===== config.mk =====
export PLATFORM = sky130hd
export DESIGN_NAME = k_combination_generator
export DESIGN_NICKNAME = d
export VERILOG_FILES = /design/src/design/kcg_pkg.sv /design/src/design/kcg_offset_file.sv /design/src/design/kcg_core.sv /design/src/design/k_combination_generator.sv
export SDC_FILE = /design/constraint.sdc
export NUM_CORES = 1
export LEC_CHECK = 0
export ABC_AREA = 1
export BUFFER_PORTS_ARGS = -buffer_cell sky130_fd_sc_hd__buf_4
export CAP_MARGIN = 5
export CORE_ASPECT_RATIO = 0.6
export CORE_MARGIN = 1.5
export CORE_UTILIZATION = 47
export CTS_BUF_LIST = sky130_fd_sc_hd__clkbuf_16
export CTS_CLUSTER_DIAMETER = 100
export DETAILED_ROUTE_END_ITERATION = 7
export PLACE_DENSITY = 0.73
export SLEW_MARGIN = 25
export SYNTH_ARGS = -nofsm -noshare
export SYNTH_HDL_FRONTEND = slang
export SYNTH_SLANG_ARGS = --single-unit

===== constraint.sdc =====
create_clock -name clk -period 5.3 [get_ports clk]
set_input_delay 1.06 -clock clk [delete_from_list [all_inputs] [get_ports clk]]
set_output_delay 1.06 -clock clk [all_outputs]
set_load 0.02 [all_outputs]

===== src/design/kcg_pkg.sv =====
// ----------------------------------------------------------------------------
// kcg_pkg
// Shared types and constants for the k-combination generator.
// ----------------------------------------------------------------------------
package kcg_pkg;

	localparam int OFFSET_W           = 32;
	localparam int COUNT_W            = 4;
	localparam int COUNT_MAX          = (1 << COUNT_W) - 1;
	localparam int CFG_IDX_W          = 2;
	localparam int DEFAULT_MAX_CHOOSE = 8;

	// register indexes on the configuration port
	typedef enum logic [CFG_IDX_W-1:0] {
		CFG_RANGE_LOW    = 2'd0,
		CFG_RANGE_HIGH   = 2'd1,
		CFG_CHOOSE_COUNT = 2'd2
	} cfg_reg_t;

	typedef enum logic [2:0] {
		ST_IDLE,
		ST_CHECK,
		ST_EMIT,
		ST_SCAN,
		ST_FILL
	} kcg_state_t;

	// commands from the sequencer to the offset store
	typedef struct packed {
		logic reinit;
		logic wr_en;
	} offset_cmd_t;

	// only entries below choose_count are ever touched, and choose_count
	// cannot exceed COUNT_MAX
	function automatic int store_depth(input int max_choose);
		return (max_choose < COUNT_MAX) ? max_choose : COUNT_MAX;
	endfunction

	function automatic int index_width(input int depth);
		return (depth > 1) ? $clog2(depth) : 1;
	endfunction

endpackage


===== src/design/kcg_offset_file.sv =====
// ----------------------------------------------------------------------------
// kcg_offset_file
// Offset store: one read port, one write port, and a reload that sets
// every entry to its own index at once.
// ----------------------------------------------------------------------------
module kcg_offset_file
	import kcg_pkg::*;
#(
	parameter int MAX_CHOOSE = DEFAULT_MAX_CHOOSE,
	localparam int DEPTH     = store_depth(MAX_CHOOSE),
	localparam int IDX_W     = index_width(DEPTH)
) (
	input  logic                clk,
	input  logic                arst_n,
	input  offset_cmd_t         cmd,
	input  logic [IDX_W-1:0]    wr_idx,
	input  logic [OFFSET_W-1:0] wr_data,
	input  logic [IDX_W-1:0]    rd_idx,
	output logic [OFFSET_W-1:0] rd_data
);

	logic [OFFSET_W-1:0] offs_q [DEPTH];

	always_ff @(posedge clk or negedge arst_n) begin
		if (!arst_n) begin
			for (int i = 0; i < DEPTH; i++) begin
				offs_q[i] <= OFFSET_W'(i);
			end
		end else if (cmd.reinit) begin
			for (int i = 0; i < DEPTH; i++) begin
				offs_q[i] <= OFFSET_W'(i);
			end
		end else if (cmd.wr_en) begin
			offs_q[wr_idx] <= wr_data;
		end
	end

	assign rd_data = offs_q[rd_idx];

endmodule


===== src/design/kcg_core.sv =====
// ----------------------------------------------------------------------------
// kcg_core
// Sequencer and shared compare/increment unit: emits the current
// combination one beat at a time, then scans and refills the offsets.
// ----------------------------------------------------------------------------
module kcg_core
	import kcg_pkg::*;
#(
	parameter int MAX_CHOOSE = DEFAULT_MAX_CHOOSE,
	localparam int DEPTH     = store_depth(MAX_CHOOSE),
	localparam int IDX_W     = index_width(DEPTH)
) (
	input  logic                clk,
	input  logic                arst_n,
	input  logic [OFFSET_W-1:0] range_low,
	input  logic [OFFSET_W-1:0] range_high,
	input  logic [COUNT_W-1:0]  choose_count,
	input  logic                in_valid,
	output logic                in_stall,
	input  logic                restart,
	output logic                out_valid,
	input  logic                out_stall,
	output logic [OFFSET_W-1:0] element_value,
	output logic                last_element,
	output logic                exhausted,
	output offset_cmd_t         cmd,
	output logic [IDX_W-1:0]    idx,
	output logic [OFFSET_W-1:0] wr_data,
	input  logic [OFFSET_W-1:0] rd_data
);

	localparam int SIZE_W = OFFSET_W + 1;
	localparam int CEIL_W = OFFSET_W + 3;

	kcg_state_t          state_q, state_d;
	logic [IDX_W-1:0]    idx_q, idx_d;
	logic [OFFSET_W-1:0] run_q, run_d;
	logic [CEIL_W-1:0]   nk_q, nk_d;
	logic                finished_q, finished_d;
	logic                out_valid_q;
	logic [OFFSET_W-1:0] value_q, value_d;
	logic                last_q, last_d;
	logic                exh_q, exh_d;
	logic                load;

	logic [SIZE_W-1:0]   span;
	logic [SIZE_W-1:0]   range_n;
	logic                count_bad;
	logic                too_many;
	logic                out_free;
	logic                at_last;
	logic [CEIL_W-1:0]   ceiling;
	logic                at_ceiling;
	logic [OFFSET_W-1:0] bumped;

	// range size, zero when the range is empty
	assign span    = {1'b0, range_high} - {1'b0, range_low};
	assign range_n = (range_high < range_low) ? '0 : span + SIZE_W'(1);

	assign count_bad = (choose_count == '0) ||
	                   ({1'b0, choose_count} > (COUNT_W+1)'(DEPTH));
	assign too_many  = SIZE_W'(choose_count) > range_n;
	assign out_free  = !out_valid_q || !out_stall;
	assign at_last   = COUNT_W'(idx_q) == (choose_count - COUNT_W'(1));

	// highest offset a position may hold: n - k + position
	assign ceiling    = nk_q + CEIL_W'(idx_q);
	assign at_ceiling = ceiling == CEIL_W'(rd_data);
	assign bumped     = (state_q == ST_FILL) ? run_q + OFFSET_W'(1)
	                                         : rd_data + OFFSET_W'(1);

	always_comb begin
		state_d    = state_q;
		idx_d      = idx_q;
		run_d      = run_q;
		nk_d       = nk_q;
		finished_d = finished_q;
		load       = 1'b0;
		value_d    = value_q;
		last_d     = last_q;
		exh_d      = exh_q;
		cmd        = '0;
		in_stall   = 1'b1;
		unique case (state_q)
			ST_IDLE: begin
				in_stall = 1'b0;
				if (in_valid) begin
					nk_d = CEIL_W'(range_n) - CEIL_W'(choose_count);
					if (restart) begin
						cmd.reinit = 1'b1;
						finished_d = count_bad || too_many;
					end
					state_d = ST_CHECK;
				end
			end
			ST_CHECK: begin
				idx_d = '0;
				if (finished_q || count_bad) begin
					if (out_free) begin
						load    = 1'b1;
						value_d = '0;
						last_d  = 1'b1;
						exh_d   = 1'b1;
						state_d = ST_IDLE;
					end
				end else begin
					state_d = ST_EMIT;
				end
			end
			ST_EMIT: begin
				if (out_free) begin
					load    = 1'b1;
					value_d = range_low + rd_data;
					last_d  = at_last;
					exh_d   = 1'b0;
					if (at_last) begin
						state_d = ST_SCAN;
					end else begin
						idx_d = idx_q + IDX_W'(1);
					end
				end
			end
			ST_SCAN: begin
				if (at_ceiling) begin
					if (idx_q == '0) begin
						finished_d = 1'b1;
						state_d    = ST_IDLE;
					end else begin
						idx_d = idx_q - IDX_W'(1);
					end
				end else begin
					cmd.wr_en = 1'b1;
					run_d     = bumped;
					if (at_last) begin
						state_d = ST_IDLE;
					end else begin
						idx_d   = idx_q + IDX_W'(1);
						state_d = ST_FILL;
					end
				end
			end
			ST_FILL: begin
				// refill to the right with consecutive values
				cmd.wr_en = 1'b1;
				run_d     = bumped;
				if (at_last) begin
					state_d = ST_IDLE;
				end else begin
					idx_d = idx_q + IDX_W'(1);
				end
			end
			default: begin
				state_d = ST_IDLE;
			end
		endcase
	end

	always_ff @(posedge clk or negedge arst_n) begin
		if (!arst_n) begin
			state_q     <= ST_IDLE;
			idx_q       <= '0;
			finished_q  <= 1'b1;
			out_valid_q <= 1'b0;
		end else begin
			state_q    <= state_d;
			idx_q      <= idx_d;
			finished_q <= finished_d;
			if (load) begin
				out_valid_q <= 1'b1;
			end else if (!out_stall) begin
				out_valid_q <= 1'b0;
			end
		end
	end

	always_ff @(posedge clk) begin
		run_q   <= run_d;
		nk_q    <= nk_d;
		value_q <= value_d;
		last_q  <= last_d;
		exh_q   <= exh_d;
	end

	assign idx           = idx_q;
	assign wr_data       = bumped;
	assign out_valid     = out_valid_q;
	assign element_value = value_q;
	assign last_element  = last_q;
	assign exhausted     = exh_q;

endmodule


===== src/design/k_combination_generator.sv =====
// A request is checked, then its k beats are emitted one at a time
// (held while the output is stalled), then the offsets are scanned and
// refilled; an exhausted request gets a single exhausted beat.
// A new request is taken only once the previous one has finished its scan and
// refill; the single offset read port is shared by the emit and scan steps.
// Reset: offsets reload to their index, registers clear, block is finished.
// ----------------------------------------------------------------------------
// k_combination_generator
// Lexicographic k-combination generator over range_low..range_high.
// ----------------------------------------------------------------------------
module k_combination_generator
	import kcg_pkg::*;
#(
	parameter int MAX_CHOOSE = DEFAULT_MAX_CHOOSE
) (
	input  logic                 clk,
	input  logic                 arst_n,
	input  logic                 write_en,
	input  logic [CFG_IDX_W-1:0] reg_index,
	input  logic [OFFSET_W-1:0]  write_data,
	input  logic                 in_valid,
	output logic                 in_stall,
	input  logic                 restart,
	output logic                 out_valid,
	input  logic                 out_stall,
	output logic [OFFSET_W-1:0]  element_value,
	output logic                 last_element,
	output logic                 exhausted
);

	localparam int DEPTH = store_depth(MAX_CHOOSE);
	localparam int IDX_W = index_width(DEPTH);

	logic [OFFSET_W-1:0] range_low_q;
	logic [OFFSET_W-1:0] range_high_q;
	logic [COUNT_W-1:0]  choose_count_q;

	offset_cmd_t         cmd;
	logic [IDX_W-1:0]    idx;
	logic [OFFSET_W-1:0] wr_data;
	logic [OFFSET_W-1:0] rd_data;

	always_ff @(posedge clk or negedge arst_n) begin
		if (!arst_n) begin
			range_low_q    <= '0;
			range_high_q   <= '0;
			choose_count_q <= '0;
		end else if (write_en) begin
			unique case (cfg_reg_t'(reg_index))
				CFG_RANGE_LOW:    range_low_q    <= write_data;
				CFG_RANGE_HIGH:   range_high_q   <= write_data;
				CFG_CHOOSE_COUNT: choose_count_q <= write_data[COUNT_W-1:0];
				default: ;
			endcase
		end
	end

	kcg_core #(
		.MAX_CHOOSE(MAX_CHOOSE)
	) u_core (
		.clk          (clk),
		.arst_n       (arst_n),
		.range_low    (range_low_q),
		.range_high   (range_high_q),
		.choose_count (choose_count_q),
		.in_valid     (in_valid),
		.in_stall     (in_stall),
		.restart      (restart),
		.out_valid    (out_valid),
		.out_stall    (out_stall),
		.element_value(element_value),
		.last_element (last_element),
		.exhausted    (exhausted),
		.cmd          (cmd),
		.idx          (idx),
		.wr_data      (wr_data),
		.rd_data      (rd_data)
	);

	kcg_offset_file #(
		.MAX_CHOOSE(MAX_CHOOSE)
	) u_offsets (
		.clk    (clk),
		.arst_n (arst_n),
		.cmd    (cmd),
		.wr_idx (idx),
		.wr_data(wr_data),
		.rd_idx (idx),
		.rd_data(rd_data)
	);

endmodule


=== Yosys cells after proc, flatten, opt, wreduce, memory -nomap -nowiden ===
Index checks and enable logic that the tools add are counted.

* Flip-flop bits (word level): 433
* Input bits: 40
* Output and inout bits: 36
* Word-level logic and storage cells: 136

* Add/subtract/negate cells: 10
* Order comparisons: 5
* Equal/unequal tests: 22
* Muxes and demuxes: 53
* Bitwise logic cells: 1
* Reduce and logical (&&, ||, !) cells: 25

{| class="wikitable"
|+ Operator list
! kind !! count
|-
| 2-to-1 mux 256 bit || 2
|-
| bitwise mux 256 bit || 1
|-
| 2-to-1 mux 32 bit || 8
|-
| case mux 32 bit (2 select lines) || 2
|-
| binary-select mux 32 bit (select 3 bit) || 1
|-
| demux 32 bit (select 3 bit) || 1
|-
| adder 32 x 1 -> 32 bit (second input constant) || 2
|-
| 2-to-1 mux 3 bit || 13
|-
| adder 35 x 3 -> 35 bit || 1
|-
| equality test 35 x 32 -> 1 bit || 1
|-
| subtractor 33 x 4 -> 34 bit || 1
|-
| adder 33 x 1 -> 33 bit (second input constant) || 1
|-
| > comparator 4 x 33 -> 1 bit || 1
|-
| 2-to-1 mux 33 bit || 1
|-
| subtractor 32 x 32 -> 33 bit || 1
|-
| adder 32 bit || 1
|-
| < comparator 32 bit || 1
|-
| 2-to-1 mux 1 bit || 17
|-
| != test 2 x 1 -> 1 bit (second input constant) || 8
|-
| case mux 3 bit (5 select lines) || 1
|-
| case mux 3 bit (4 select lines) || 1
|-
| case mux 1 bit (2 select lines) || 5
|-
| AND reduction 2 bit || 5
|-
| nonzero test 2 bit || 4
|-
| other kinds (27) || 36
|}

=== Longest topological paths before layout ===
Gate-level depths: netlist of run 1.

* Word-level depth: 9
* Depth in mapped cells: 29
* Mapped depth without buffers: 27

=== Modules after synthesis ===
A second synthesis of run 1 with hierarchy kept.

* Cell total of the unflattened synthesis: 3883
* Area total of the unflattened synthesis: 28491.1 um^2

{| class="wikitable"
|+ By module, submodules not included
! module !! times used !! cells an instance !! area an instance (um^2) !! sequential area each (um^2)
|-
| kcg_core || 1 || 1850 || 12864.8 || 3204.3
|-
| kcg_offset_file || 1 || 1731 || 12834.8 || 6421.2
|-
| k_combination_generator || 1 || 302 || 2791.4 || 1701.6
|}

=== Worst setup path after synthesis of run 1 ===
No wires, ideal clock.

* Kind: register to register
* From: register range_low_q[8]
* To: register u_core.nk_q[25], data pin
* Library setup time: 0.253 ns
* Arrival: 3.989 ns
* Data required time: 5.047 ns
* Setup slack: 1.059 ns
* Cell stages (with the launch flop): 26
* Buffers on the path: 3
* Period minus slack after synthesis: 4.241 ns
* Cells stage by stage: dfrtp_1 > inv_1 > ha_1 > inv_1 > fa_1 > o21ai_0 > a21oi_1 > nand2_1 > nand2_1 > nand2_1 > clkbuf_1 > clkbuf_1 > buf_1 > nand2_1 > inv_1 > ha_1 > a221oi_1 > nor2_1 > nor2_1 > nand2_1 > nor3b_1 > nand2_1 > nor2_1 > nand2_1 > nand2_1 > nand2_1

* Cells in the longest elaborated chain, start to end: 4
* Elaborated cells on any way between the ends: 5
* Those cells by class: 3 x add/sub; 1 x order compare; 1 x mux

{| class="wikitable"
|+ RTL lines
! element !! RTL line !! source
|-
| start: declaration || k_combination_generator.sv:34 || <nowiki>logic [OFFSET_W-1:0] range_low_q;</nowiki>
|-
| start signal: assignment || k_combination_generator.sv:50 || <nowiki>CFG_RANGE_LOW: range_low_q <= write_data;</nowiki>
|-
| subtractor 32 x 32 -> 33 bit || kcg_core.sv:57 || <nowiki>assign span = {1'b0, range_high} - {1'b0, range_low};</nowiki>
|-
| adder 33 x 1 -> 33 bit || kcg_core.sv:58 || <nowiki>assign range_n = (range_high < range_low) ? '0 : span + SIZE_W'(1);</nowiki>
|-
| 2-to-1 mux 33 bit (*) || kcg_core.sv:58 ||
|-
| subtractor 33 x 4 -> 34 bit (*) || kcg_core.sv:88 || <nowiki>nk_d = CEIL_W'(range_n) - CEIL_W'(choose_count);</nowiki>
|-
| end signal: assignment || kcg_core.sv:178 || <nowiki>nk_q <= nk_d;</nowiki>
|-
| end: declaration || kcg_core.sv:38 || <nowiki>logic [CEIL_W-1:0] nk_q, nk_d;</nowiki>
|}

Mark *: on every way between the ends. The rest lies on a longest branch, timed or not.
A chain may end at the register's enable or synchronous reset.

=== Worst setup path after layout of run 1 ===
* From: register range_low_q[10]
* To: register u_core.nk_q[32], data pin

The elaborated chain is that of the path after synthesis.

==> metrics, run 1 <==
Starting DRT DRC Count 4138; Gate Count Post-Synth 4065; Yosys reg bits 432; row cnt 69; grt total ovfl 0; routability cong. 1.03; nets 4252; number of nets with antenna violations after routing 0; Setup TNS Final 0 ns; Die H 194 um; Synth cell types 51; worst hold slack 0.464 ns; CTS resizes 0; vias in the first global route 24800; Port Buf Inserts 75; Arr. time, crit path 5.64 ns; ant diodes 0; total number of vias 27900; Final Cell Area 0.0311 sq mm; Leak 16.1 nW; Tot Pwr 18.7 mW; post-synthesis net count 4232; gr usage total 0.326; Slew @ Worst Pin 1.04 ns; Peak Freq 192 MHz; Via density 5.64; CTS H-Tree Depth 2; Peak VDD IR 0.351 mV; Synth Warn # 0; # Post-CTS Setup Buffers 0; Die Wd 321 um; Hold Startpoint u_offsets.offs_q[1]; outcome finished, violations left; largest net degree at the start of global routing 185; # DRC 23; starting density of the core 0.479; Final period util 0.983; die area 0.0623 sq mm; met3 usage 0.122; Layout Skew 0.0149 ns; commonest non-fill, non-tap cell in the layout nand2_1; area share of the largest cell type after synthesis 0.280; sequential area share after synthesis 0.397; final wirelength 102000 um; initial antenna violation count 2; Period minus WS final 5.21 ns; CP Capture Type flop; Max clock buf depth 3; Max FO, Critical Path 5; global-route wire length before repair 155000 um; reg2reg path depth 15; clk slew on worst S/H paths 0.07 ns; cell area after synthesis 0.0286 sq mm; Hold WC Path Type reg2reg; commonest cells after routing, fill and taps aside 1677 x nand2_1, 411 x nand3_1, 354 x inv_1, 317 x dfrtp_1, 286 x nor2_1; worst r2r src range_low_q[10]; GRT met2 Usage 0.387; CTS tree built; fin util 0.521; hpwl dp 75200 um; max-cap viol count 0; drt pass-1 iters 8; Hold Buf Count CTS 0; Crit Path Class reg2reg; syn_area_per_cell 7.03 sq um; WL per Instance 20.8 um; clock sinks 432; pwr dens 601 mW/mm^2; CP startpoint range_low_q[10]; synth top area cells dfrtp_1 28%, nand2_1 22%, edfxtp_1 11%, nand3_1 7.2%, ha_1 4.7%; busiest grt layer met1; # IOs 76; CTS buffer count 42; placement-stage cell area 0.0297 sq mm; Hold Crit Depth 2; clock latency at the later pin of the worst-skew pair 0.59 ns; core area 0.0597 sq mm; failing checks DRC; Slew HR 0.304; WP data required 5.73 ns; CTS root buffer clkbuf_16; Final setup viols 0; area leader, netlist dfrtp_1; crit path launch type flop; fin. max-slew vios 0; met1 usage 0.542; Final Hold Fails 0; RSZ-0062 raised after global routing no; Area Overhead vs Synth 8.90%; share of layout cells above drive strength 1 0.0660
## cell type report
class | count | area [sq um]
fillers | 5917 | 28600
multi-input cells | 3100 | 14900
flip-flops and latches | 432 | 11300
inverters | 378 | 1420
clock buffers | 46 | 1150
repair buffers | 131 | 1070
well taps | 816 | 1020
clock inverters | 32 | 255
## report_power, final
group | switching (mW) | leakage (nW) | internal (mW)
Clock | 1.41 | 0.709 | 1.72
Combinational | 7.15 | 10.3 | 2.67
Sequential | 0.795 | 5.17 | 4.93
## logic make-up after synthesis
| group | count (synthesis) | synth area share |
|---|---|---|
| flops | 432 | 0.397 |
| buf+inv | 533 | 0.0847 |
| fa+ha+maj | 127 | 0.0606 |
| compound gates | 415 | 0.0781 |
| simple gates | 2496 | 0.360 |
| xor+xnor | 62 | 0.0203 |
## synthesized netlist by cell type, drive strengths merged
| cell type | count |
|---|---|
| and2 | 3 |
| ha | 108 |
| dfstp | 13 |
| buf | 107 |
| o211ai | 2 |
| a21oi | 154 |
| xnor2 | 22 |
| nand3 | 415 |
| nand4 | 31 |
| nand2 | 1690 |
| clkbuf | 48 |
| o31ai | 3 |
| a21o | 3 |
| and3 | 1 |
| nor4 | 6 |
| fa | 19 |
| a221oi | 3 |
| edfxtp | 100 |
| nor3 | 27 |
| or2 | 1 |
| inv | 373 |
| nor3b | 7 |
| a31oi | 7 |
| o21bai | 11 |
| nand3b | 20 |
| o21a | 17 |
| nor2 | 295 |
| a2111oi | 2 |
| dfrtp | 319 |
| xor2 | 40 |
| clkinv | 5 |
| o311ai | 1 |
| a21boi | 10 |
| o21ai | 202 |
## state kept, by name, summed over array words and instances, names as in the netlist
register and count:
choose_count_q 4, range_high_q 32, range_low_q 32, u_core.element_value 32
u_core.exhausted 1, u_core.finished_q 1, u_core.idx 3, u_core.last_element 1
u_core.nk_q 34, u_core.out_valid 1, u_core.run_q 32, u_core.state_q 3
u_offsets.offs_q 256
## through the flow
step	setup WS, ns	std cells
global route	0.0188	4935
floorplan	1.06	4065
detailed placement	0.563	4857
finish	0.0877	4935
CTS	0.535	4935
global placement	0.582	4857
## worst paths after layout
kind	to	slack, ns
max reg2reg	u_core.nk_q[32]	0.09
max	u_core.nk_q[32]	0.09
min	u_offsets.offs_q[1]	0.46
min reg2reg	u_offsets.offs_q[1]	0.46
min in group asynchronous	range_low_q[10]	0.47
max in group asynchronous	u_offsets.offs_q[157]	3.73
## critical path: stages, from the launching register on
cell and delay, ns:
dfrtp_1 0.42, inv_1 0.07, ha_1 0.17, inv_1 0.06, fa_1 0.81, o21ai_0 0.50, a21oi_1 0.72, nand3_1 0.46
xor2_1 0.30, o21ai_0 0.29, nand2_1 0.11, inv_1 0.07, nand2_1 0.05, nor2_1 0.41, nand3_1 0.44, nand2_1 0.18
## per-layer routing
| layer | share of wire | routed length [um] |
|---|---|---|
| met2 | 0.35 | 35600 |
| met1 | 0.48 | 49600 |
| met3 | 0.16 | 15900 |
| met4 | 0.013 | 1370 |
| met5 | 0.00053 | 54 |
No activity file was read; power rests on OpenSTA's default activity.
==> run 2, diff against run 1 <==
--- a/config.mk
+++ b/config.mk
@@ -15,6 +15,7 @@
 export CTS_CLUSTER_DIAMETER = 100
 export DETAILED_ROUTE_END_ITERATION = 7
 export PLACE_DENSITY = 0.73
+export REMOVE_ABC_BUFFERS = 1
 export SLEW_MARGIN = 25
 export SYNTH_ARGS = -nofsm -noshare
 export SYNTH_HDL_FRONTEND = slang
==> metrics, run 2 (same netlist as run 1, synthesis figures left out) <==
number of nets with antenna violations after routing 0; Top reg by flops u_offsets.offs_q; RSZ-0062 raised after global routing no; CTS H-Tree Depth 2; routability cong. 1.05; Peak Freq 201 MHz; WP data required 5.65 ns; worst r2r src range_low_q[1]; Final period util 0.940; # Post-CTS Setup Buffers 0; reg2reg path depth 27; Peak VDD IR 0.280 mV; Arr. time, crit path 5.33 ns; crit path launch type flop; Port Buf Inserts 75; fin. max-slew vios 0; Layout Skew 0.0253 ns; share of layout cells above drive strength 1 0.0672; Slew HR 0.277; Final setup viols 0; CP startpoint range_low_q[1]; Setup TNS Final 0 ns; Slew @ Worst Pin 1.08 ns; Tot Pwr 18.7 mW; Final Hold Fails 0; largest net degree at the start of global routing 114; pwr dens 602 mW/mm^2; Via density 5.57; FF-to-FF setup slack 0.32 ns; vias in the first global route 24400; Hold WC Path Type in2async; CTS root buffer clkbuf_16; Starting DRT DRC Count 3902; max-cap viol count 0; Area Overhead vs Synth 9.07%; biggest regs u_offsets.offs_q: 256 flops, u_core.nk_q: 34 flops; commonest non-fill, non-tap cell in the layout nand2_1; Sequential Area 0.0113 sq mm; initial antenna violation count 1; outcome finished, final reports clean; starting density of the core 0.479; core area 0.0597 sq mm; Crit Path Class reg2reg; commonest cells after routing, fill and taps aside 1677 x nand2_1, 411 x nand3_1, 357 x inv_1, 317 x dfrtp_1, 284 x nor2_1; multi-input logic area 0.0149 sq mm; Max clock buf depth 3; drt pass-1 iters 6; hpwl dp 75100 um; CTS tree built; Die H 194 um; Largest register FFs 256; # IOs 76; nets 4253; Period minus WS final 4.98 ns; CTS buffer count 44; WL per Instance 20.6 um; clock latency at the later pin of the worst-skew pair 0.60 ns; CP Capture Type flop; clk slew on worst S/H paths 0.06 ns; die area 0.0623 sq mm; grt total ovfl 0; Max FO, Critical Path 6; final wirelength 102000 um; clock sinks 432; Die Wd 321 um; gr usage total 0.324; Leak 16.2 nW; row cnt 69; worst r2r dst u_core.nk_q[29]; number of fill cells 5901; # DRC 0; global-route wire length before repair 154000 um; total number of vias 27500
## run 2: changes by cell type in the layout (fill, tap and decap cells not counted), moves of 2 or more
| cell | change |
|---|---|
| buf_4 | -4 |
| buf_12 | +3 |
| clkinv_2 | +3 |
| inv_1 | +3 |
| clkinv_1 | -2 |
| diode_2 | +2 |
| nor2_1 | -2 |
## run 2: routing by layer
metal,GRT usage,share of wire
met3,0.128,0.16
met5,0,0
met1,0.538,0.48
met2,0.378,0.35
met4,0.0510,0.014
## run 2: repair_timing
action,4_1_cts,5_1_grt
hold buffers,0,0
endpoints found under the hold margin,0,0
gates resized for setup,0,4
endpoints found under the setup margin,0,8
## run 2: layout make-up
class | count | share of cell area
clock buffers | 47 | 0.0378
repair buffers | 130 | 0.0352
well taps | 816 | 0.0328
diodes | 2 | 0.000161
flip-flops and latches | 432 | 0.364
multi-input cells | 3100 | 0.477
inverters | 378 | 0.0457
clock inverters | 35 | 0.00739
## run 2: how the worst max path moves through the flow
stage                           end  depth (start not counted)
finish              u_core.nk_q[29]                         27
global route        u_core.nk_q[29]                         27
CTS                 u_core.nk_q[27]                         26
detailed placement  u_core.nk_q[27]                         26
global placement    u_core.nk_q[27]                         26
floorplan           u_core.run_q[0]                         15
## run 2: worst max-delay path, cell delays in order (launching register included)
cell,delay (ns)
dfrtp_1,0.41
inv_1,0.13
ha_1,0.29
inv_1,0.05
nor2_1,0.08
nor2_1,0.05
o21ai_0,0.36
nand2_1,0.09
nand3_1,0.13
nand2_1,0.07
nand2_1,0.17
nand2_1,0.08
nand2_1,0.26
inv_1,0.26
nor2_1,0.15
ha_1,0.27
inv_1,0.09
nor2_1,0.04
a221oi_1,0.38
nor2_1,0.08
nor2_1,0.14
nand2_1,0.15
nor3b_2,0.30
nand2_1,0.21
nor2_1,0.28
nand2_1,0.08
nand2_1,0.06
nand2_1,0.05
## run 2: per-stage QoR
stage / hold slack [ns] / cell area (sq um) / instances / worst slack [ns] / util
final: 0.420 / 31100 / 4940 / 0.316 / 0.522
after global routing: 0.473 / 31100 / 4938 / 0.0408 / 0.522
after CTS: 0.458 / 31100 / 4938 / 0.316 / 0.522
after detailed placement: 0.452 / 29700 / 4856 / 0.315 / 0.498
after global placement: 0.451 / 29700 / 4856 / 0.406 / 0.498
after floorplan: 0.442 / 27600 / 3910 / -2.42 / -
## run 2: report_power, final
part / internal (mW) / switching (mW)
Combinational: 2.69 / 7.12
Sequential: 4.94 / 0.847
Clock: 1.70 / 1.45
Total: 9.33 / 9.42
